===== config.mk =====
export PLATFORM = sky130hd
export DESIGN_NAME = resonant_two_pole_lowpass
export DESIGN_NICKNAME = d
export VERILOG_FILES = /design/src/rtl/core/rtpl_pkg.sv /design/src/rtl/core/resonant_two_pole_lowpass.sv /design/src/rtl/core/rtpl_mul.sv /design/src/rtl/core/rtpl_ctrl.sv
export VERILOG_INCLUDE_DIRS = /design/src /design/src/rtl/core
export SDC_FILE = /design/constraint.sdc
export NUM_CORES = 2
export LEC_CHECK = 0
export ABC_AREA = 1
export ABC_CLOCK_PERIOD_IN_PS = 8700
export BUFFER_PORTS_ARGS = -buffer_cell sky130_fd_sc_hd__buf_2
export CORE_MARGIN = 10
export CORE_UTILIZATION = 40
export CTS_CLUSTER_DIAMETER = 30
export CTS_CLUSTER_SIZE = 24
export DETAILED_ROUTE_END_ITERATION = 10
export PLACE_DENSITY = 0.65
export SLEW_MARGIN = 20
export SYNTH_ARGS = -nofsm -noshare
export SYNTH_HDL_FRONTEND = slang
export SYNTH_HIERARCHICAL = 1
export SYNTH_SLANG_ARGS = --single-unit

===== constraint.sdc =====
create_clock -name i_clk -period 8.7 [get_ports i_clk]
set_clock_uncertainty 0.2 [all_clocks]
set_input_delay 1.74 -clock i_clk [delete_from_list [all_inputs] [get_ports i_clk]]
set_output_delay 1.74 -clock i_clk [all_outputs]
set_load 0.02 [all_outputs]

===== src/rtl/core/assert_macros.svh =====
// ============================================================================
// Assertion macros
// Shared concurrent assertion forms for the filter RTL.
// ============================================================================
`ifndef ASSERT_MACROS_SVH
`define ASSERT_MACROS_SVH

`ifndef ASSERT_OFF
`define ASSERT_IMPLIES(label, clk, rst_n, ante, cons) \
    label: assert property (@(posedge clk) disable iff (!rst_n) (ante) |-> (cons)) \
        else $error("assertion failed");
`define ASSERT_NEXT(label, clk, rst_n, ante, cons) \
    label: assert property (@(posedge clk) disable iff (!rst_n) (ante) |=> (cons)) \
        else $error("assertion failed");
`else
`define ASSERT_IMPLIES(label, clk, rst_n, ante, cons)
`define ASSERT_NEXT(label, clk, rst_n, ante, cons)
`endif

`endif


===== src/rtl/core/rtpl_pkg.sv =====
// ============================================================================
// Resonant lowpass package
// Shared widths, coefficient limits, control types and helpers.
// ============================================================================
`default_nettype none

package rtpl_pkg;

    localparam int SAMPLE_BITS_DEF = 24;
    localparam int COEF_BITS       = 16;
    localparam int STATE_BITS      = 32;
    localparam int WIDE_BITS       = 36;
    localparam int MUL_B_BITS      = COEF_BITS + 1;
    localparam int PROD_BITS       = WIDE_BITS + MUL_B_BITS;
    localparam int SUM_BITS        = 38;
    localparam int RES_FRAC        = 14;
    localparam int CUT_FRAC        = 16;

    localparam logic [COEF_BITS-1:0] CUT_MAX = 16'd62259;
    localparam logic [COEF_BITS-1:0] RES_MAX = 16'd65208;

    typedef enum logic [1:0] {
        SRC_FEEDBACK  = 2'd0,
        SRC_STAGE_ONE = 2'd1,
        SRC_STAGE_TWO = 2'd2
    } t_mul_src;

    typedef struct packed {
        logic     ready;
        logic     load;
        logic     mul_en;
        t_mul_src src;
        logic     upd_one;
        logic     upd_two;
    } t_ctrl;

    function automatic logic [COEF_BITS-1:0] clamp_coef(
        input logic [COEF_BITS-1:0] value,
        input logic [COEF_BITS-1:0] limit
    );
        return (value > limit) ? limit : value;
    endfunction

    function automatic logic signed [STATE_BITS-1:0] sat_state(
        input logic signed [SUM_BITS-1:0] value
    );
        logic signed [SUM_BITS-1:0] hi;
        logic signed [SUM_BITS-1:0] lo;
        hi = SUM_BITS'(64'sd2147483647);
        lo = SUM_BITS'(-64'sd2147483648);
        if (value > hi) begin
            return STATE_BITS'(hi);
        end else if (value < lo) begin
            return STATE_BITS'(lo);
        end
        return STATE_BITS'(value);
    endfunction

endpackage

`default_nettype wire


===== src/rtl/core/resonant_two_pole_lowpass.sv =====
// ============================================================================
// Resonant two-pole lowpass
// Two cascaded one-pole stages with resonance feedback from the second stage.
// ============================================================================
// An accepted word passes through the feedback product, the first stage
// product and update, and the second stage product and update before it
// reaches the result register. The three products depend on one another. They
// pass in turn through the one shared multiplier, and each product is followed
// by a register. A new word is accepted only after the previous word's second
// stage update. The second stage update waits while the previous result is
// still held in the output register. The input is accepted again while a
// finished result still waits in the output register. The resonance register
// may be written at any time the filter is idle.
`default_nettype none

module resonant_two_pole_lowpass #(
    parameter int SAMPLE_BITS = rtpl_pkg::SAMPLE_BITS_DEF
) (
    input  wire logic                           i_clk,
    input  wire logic                           i_rst_n,
    input  wire logic                           i_cfg_valid,
    output logic                                o_cfg_ready,
    input  wire logic [rtpl_pkg::COEF_BITS-1:0] i_cfg_data,
    input  wire logic                           i_in_valid,
    output logic                                o_in_ready,
    input  wire logic signed [SAMPLE_BITS-1:0]  i_sample_in,
    input  wire logic [rtpl_pkg::COEF_BITS-1:0] i_cutoff,
    input  wire logic                           i_start_req,
    output logic                                o_out_valid,
    input  wire logic                           i_out_ready,
    output logic signed [SAMPLE_BITS-1:0]       o_sample_out
);
    import rtpl_pkg::*;

    `include "assert_macros.svh"

    localparam longint OUT_MAX_L = (64'sd1 <<< (SAMPLE_BITS - 1)) - 64'sd1;
    localparam logic signed [STATE_BITS-1:0] OUT_MAX = STATE_BITS'(OUT_MAX_L);
    localparam logic signed [STATE_BITS-1:0] OUT_MIN = STATE_BITS'(-OUT_MAX_L - 64'sd1);

    logic [COEF_BITS-1:0]          r_res;
    logic signed [SAMPLE_BITS-1:0] r_x;
    logic [COEF_BITS-1:0]          r_ct;
    logic signed [STATE_BITS-1:0]  r_s1;
    logic signed [STATE_BITS-1:0]  r_s2;
    logic                          r_out_valid;
    logic signed [SAMPLE_BITS-1:0] r_out;

    logic signed [STATE_BITS-1:0]  n_s1;
    logic signed [STATE_BITS-1:0]  n_s2;
    logic signed [SAMPLE_BITS-1:0] n_out;

    t_ctrl                         w_ctrl;
    logic                          w_out_free;
    logic [COEF_BITS-1:0]          w_res_c;
    logic signed [WIDE_BITS-1:0]   w_fb;
    logic signed [WIDE_BITS-1:0]   w_mul_a;
    logic signed [MUL_B_BITS-1:0]  w_mul_b;
    logic signed [PROD_BITS-1:0]   w_prod;
    logic signed [SUM_BITS-1:0]    w_step;

    assign w_out_free  = !r_out_valid || i_out_ready;
    assign o_cfg_ready = 1'b1;
    assign o_in_ready  = w_ctrl.ready;
    assign o_out_valid = r_out_valid;
    assign o_sample_out = r_out;

    rtpl_ctrl u_ctrl (
        .i_clk      (i_clk),
        .i_rst_n    (i_rst_n),
        .i_in_valid (i_in_valid),
        .i_out_free (w_out_free),
        .o_ctrl     (w_ctrl)
    );

    always_comb begin
        w_res_c = clamp_coef(r_res, RES_MAX);
        w_fb    = WIDE_BITS'(w_prod >>> RES_FRAC);
        case (w_ctrl.src)
            SRC_FEEDBACK: begin
                w_mul_a = WIDE_BITS'(r_s2);
                w_mul_b = MUL_B_BITS'({1'b0, w_res_c});
            end
            SRC_STAGE_ONE: begin
                w_mul_a = WIDE_BITS'(r_x) - w_fb - WIDE_BITS'(r_s1);
                w_mul_b = MUL_B_BITS'({1'b0, r_ct});
            end
            SRC_STAGE_TWO: begin
                w_mul_a = WIDE_BITS'(r_s1) - WIDE_BITS'(r_s2);
                w_mul_b = MUL_B_BITS'({1'b0, r_ct});
            end
            default: begin
                w_mul_a = '0;
                w_mul_b = '0;
            end
        endcase
    end

    rtpl_mul u_mul (
        .i_clk  (i_clk),
        .i_en   (w_ctrl.mul_en),
        .i_a    (w_mul_a),
        .i_b    (w_mul_b),
        .o_prod (w_prod)
    );

    always_comb begin
        w_step = SUM_BITS'(w_prod >>> CUT_FRAC);
        n_s1   = sat_state(SUM_BITS'(r_s1) + w_step);
        n_s2   = sat_state(SUM_BITS'(r_s2) + w_step);
        if (n_s2 > OUT_MAX) begin
            n_out = SAMPLE_BITS'(OUT_MAX);
        end else if (n_s2 < OUT_MIN) begin
            n_out = SAMPLE_BITS'(OUT_MIN);
        end else begin
            n_out = n_s2[SAMPLE_BITS-1:0];
        end
    end

    always_ff @(posedge i_clk) begin
        if (!i_rst_n) begin
            r_res       <= '0;
            r_s1        <= '0;
            r_s2        <= '0;
            r_out_valid <= 1'b0;
        end else begin
            if (i_cfg_valid) begin
                r_res <= i_cfg_data;
            end
            if (w_ctrl.load && i_start_req) begin
                r_s1 <= '0;
                r_s2 <= '0;
            end
            if (w_ctrl.upd_one) begin
                r_s1 <= n_s1;
            end
            if (w_ctrl.upd_two) begin
                r_s2        <= n_s2;
                r_out_valid <= 1'b1;
            end else if (i_out_ready) begin
                r_out_valid <= 1'b0;
            end
        end
    end

    always_ff @(posedge i_clk) begin
        if (w_ctrl.load) begin
            r_x  <= i_sample_in;
            r_ct <= clamp_coef(i_cutoff, CUT_MAX);
        end
        if (w_ctrl.upd_two) begin
            r_out <= n_out;
        end
    end

    `ASSERT_NEXT(a_busy_after_accept, i_clk, i_rst_n, i_in_valid && o_in_ready, !o_in_ready)
    `ASSERT_IMPLIES(a_idle_no_work, i_clk, i_rst_n, o_in_ready, !w_ctrl.mul_en && !w_ctrl.upd_two)
    `ASSERT_IMPLIES(a_result_from_update, i_clk, i_rst_n, $rose(o_out_valid), $past(w_ctrl.upd_two))

endmodule

`default_nettype wire


===== src/rtl/core/rtpl_mul.sv =====
// ============================================================================
// Shared multiplier
// Signed wide-by-coefficient multiplier with a registered product.
// ============================================================================
`default_nettype none

module rtpl_mul (
    input  wire logic                                  i_clk,
    input  wire logic                                  i_en,
    input  wire logic signed [rtpl_pkg::WIDE_BITS-1:0] i_a,
    input  wire logic signed [rtpl_pkg::MUL_B_BITS-1:0] i_b,
    output logic signed [rtpl_pkg::PROD_BITS-1:0]      o_prod
);
    import rtpl_pkg::*;

    logic signed [PROD_BITS-1:0] r_prod;
    logic signed [PROD_BITS-1:0] n_prod;

    always_comb begin
        n_prod = PROD_BITS'(i_a) * PROD_BITS'(i_b);
    end

    always_ff @(posedge i_clk) begin
        if (i_en) begin
            r_prod <= n_prod;
        end
    end

    assign o_prod = r_prod;

endmodule

`default_nettype wire


===== src/rtl/core/rtpl_ctrl.sv =====
// ============================================================================
// Filter sequencer
// Steps one sample through three multiplier passes and two stage updates.
// ============================================================================
`default_nettype none

module rtpl_ctrl (
    input  wire logic     i_clk,
    input  wire logic     i_rst_n,
    input  wire logic     i_in_valid,
    input  wire logic     i_out_free,
    output rtpl_pkg::t_ctrl o_ctrl
);
    import rtpl_pkg::*;

    typedef enum logic [5:0] {
        S_IDLE = 6'b000001,
        S_FB   = 6'b000010,
        S_ST1  = 6'b000100,
        S_UP1  = 6'b001000,
        S_ST2  = 6'b010000,
        S_UP2  = 6'b100000
    } t_state;

    t_state r_state;
    t_state n_state;
    t_ctrl  w_ctrl;

    always_comb begin
        n_state        = r_state;
        w_ctrl.ready   = 1'b0;
        w_ctrl.load    = 1'b0;
        w_ctrl.mul_en  = 1'b0;
        w_ctrl.src     = SRC_FEEDBACK;
        w_ctrl.upd_one = 1'b0;
        w_ctrl.upd_two = 1'b0;
        case (r_state)
            S_IDLE: begin
                w_ctrl.ready = 1'b1;
                if (i_in_valid) begin
                    w_ctrl.load = 1'b1;
                    n_state     = S_FB;
                end
            end
            S_FB: begin
                w_ctrl.mul_en = 1'b1;
                w_ctrl.src    = SRC_FEEDBACK;
                n_state       = S_ST1;
            end
            S_ST1: begin
                w_ctrl.mul_en = 1'b1;
                w_ctrl.src    = SRC_STAGE_ONE;
                n_state       = S_UP1;
            end
            S_UP1: begin
                w_ctrl.upd_one = 1'b1;
                n_state        = S_ST2;
            end
            S_ST2: begin
                w_ctrl.mul_en = 1'b1;
                w_ctrl.src    = SRC_STAGE_TWO;
                n_state       = S_UP2;
            end
            S_UP2: begin
                if (i_out_free) begin
                    w_ctrl.upd_two = 1'b1;
                    n_state        = S_IDLE;
                end
            end
            default: begin
                n_state = S_IDLE;
            end
        endcase
    end

    always_ff @(posedge i_clk) begin
        if (!i_rst_n) begin
            r_state <= S_IDLE;
        end else begin
            r_state <= n_state;
        end
    end

    assign o_ctrl = w_ctrl;

endmodule

`default_nettype wire


==> impl_metrics.yaml <==
clock_tree:
  root_buffer: "clkbuf_16"
  clkSinkCount: 190
  h-tree-depth: 4
  cts_made_buffers: 17
  hold_buffers: 0
  clk_latency_ps: 520
  cts_tree: "done"
  clk_pin_slew_worst_paths_ps: 80
  ctsLongestPathBuffers: 2
routing:
  wl_per_cell_um: 17.96
  routed_wl_um: 135500
  drc: 0
  dr.pass1.iters: 6
  vias: 37810
  drt_iter0_markers: 2744
  viasPerCell: 5.011
  antenna_left: 0
place:
  dp_hpwl_um: 113700
  portBuffers: 87
  gp_congestion: 0.9609
die:
  die_x_um: 339.8
  start_util_pct: 40.26
  dieArea_um2: 115400
  num_rows: 117
  pin_count: 89
  die_y_um: 339.8
  core_um2: 101600
global_route:
  grt_pass1_wl_um: 211200
  grt_usage_pct: 23.04
  grt_max_degree: 66
  antenna_found_initial: 0
  grt_pass1_vias: 38760
  grt-ovfl-total: 0
layout:
  area_growth_pct: 17.97
  diodes: 0
  fillers: 10210
  regArea_um2: 4843
  finish.net_count: 7117
  multi_input_area_um2: 31550
  drive_gt1_share_pct: 15.80
job:
  max_cap_violations: 0
pwr:
  p_comb_share_pct: 35.4
  p_int_mw: 1.784
  clkPwrFrac_pct: 29.0
  power.total_mw: 2.831
  leakagePower_nw: 26.13
  p_sw_share_pct: 36.97
  power.density_nw_per_um2: 58.67
  p_seq_share_pct: 35.6
  p_switching_mw: 1.046
  ir_drop_uv: 136.0
sta:
  fmax_mhz: 118.1
  max_slew.worst_pin.slew_ps: 931.2
  slew_headroom_pct: 37.74
  rsz0062_at_grt: "true"
  whs_ps: 278.0
  final.period_utilization_pct: 97.34
  hold_violations: 0
  setup-violations-final: 0
  fin_crit_ps: 8468
  slew_viol_final: 0
synthesis:
  syn_area_um2: 40900
  ys_warn_count: 6
  syn_inst: 5843
  synth_fp_nets: 6796
  syn_area_per_cell_um2: 7.000
hold_path:
  hold_path_class: "reg2reg"
  hp-start: "r_res[8]"
worst_setup_path:
  end_kind: "register"
  cp-start-kind: "register"
  worst-path-max-fanout: 5
  crit_slowest_cell: "fa_1"
  cp.arrival_ps: 8540
  r2r-start: "r_x[0]"
  startpoint: "r_x[0]"
  cp_common_cell: "nand2_1"
  max_stage_delay_ps: 580
  crit_type: "reg2reg"
  critPathRequiredTime_ps: 8770
outcome:
  status: "complete, no violations"
-- critical path, delay by kind of cell, from the launching register on --
kind,cells,cell delay (ps)
AO/OA/AOI/OAI,7,1020
adder cells (fa/ha/maj),10,4450
buffers and inverters,9,860
flip-flops,1,400
AND/OR/NAND/NOR,16,1320
-- cells in the final DEF, fill, tap and decap left out, types with 37 or more instances in the layout --
cell	instances
o21ai_0	166
ha_1	222
fa_1	599
nor2_1	264
buf_4	371
ha_4	45
edfxtp_1	103
nor2_2	41
dfxtp_1	80
a21oi_1	296
inv_1	1415
a21oi_2	37
nand2_2	81
inv_2	48
buf_2	87
nand4_1	41
xor2_1	54
nand3_1	164
nand2_1	1598
-- path summary, 6_finish.rpt --
| check | endpoint | slack [ps] | depth (start not counted) |
|---|---|---|---|
| max | u_mul/o_prod[52] | 230 | 42 |
| min | r_res[8] | 280 | 2 |
| max reg2reg | u_mul/o_prod[52] | 230 | 42 |
| min reg2reg | r_res[8] | 280 | 2 |
-- state kept, by name, summed over array words and instances (netlist names) --
signal and cells:
u_mul/o_prod 39, o_out_valid 1, r_s1 32, r_s2 32, r_x 24, u_ctrl/r_state 6, r_res 16, r_ct 16
o_sample_out 24
-- what timing repair did --
item                       CTS  global route
setup buffers                0            30
cloned                       0             4
pin swaps                    0           124
gates resized for setup     30           392
setup endpoints to repair   39            39
-- stage by stage --
step | utilization (%) | cells | area, um^2 | setup WS (ps) | setup TNS [ps]
finish | 47.50 | 7545 | 48260 | 231.6 | 0
global route | 47.50 | 7545 | 48260 | -147.5 | -2356
CTS | 45.66 | 7511 | 46380 | -20.67 | -20.67
detailed placement | 44.97 | 7479 | 45690 | -326.8 | -5958
global placement | 44.97 | 7479 | 45690 | -293.1 | -4075
floorplan | - | 5843 | 40900 | 300.8 | 0
-- power groups by stage --
| stage | clock network (mW) | logic (mW) | registers, mW |
|---|---|---|---|
| after detailed placement | 0 | 0.860 | 1.03 |
| after CTS | 0.839 | 0.872 | 1.01 |
| after global placement | 0 | 0.854 | 1.03 |
| after floorplan | 0 | 0.502 | 1.02 |
| final | 0.822 | 1.00 | 1.01 |
| after global routing | 0.870 | 1.09 | 1.01 |
-- final cells by class --
cell class	count	share of cell area, %
Sequential cell	190	10.04
Clock buffer	18	0.8894
Inverter	1473	11.49
Multi-Input combinational cell	3980	65.37
Tap cell	1368	3.547
Clock inverter	14	0.3111
Timing Repair Buffer	502	8.349
-- layer usage --
layer / up-vias / share of wire (%) / GRT usage [%]
li1: 18070 / - / -
met1: 18390 / 44 / 31.00
met2: 1157 / 47 / 38.73
met3: 201 / 6.2 / 2.725
met4: 0 / 3.0 / 6.489
met5: - / 0 / 0
No activity file was read; power rests on OpenSTA's default activity.
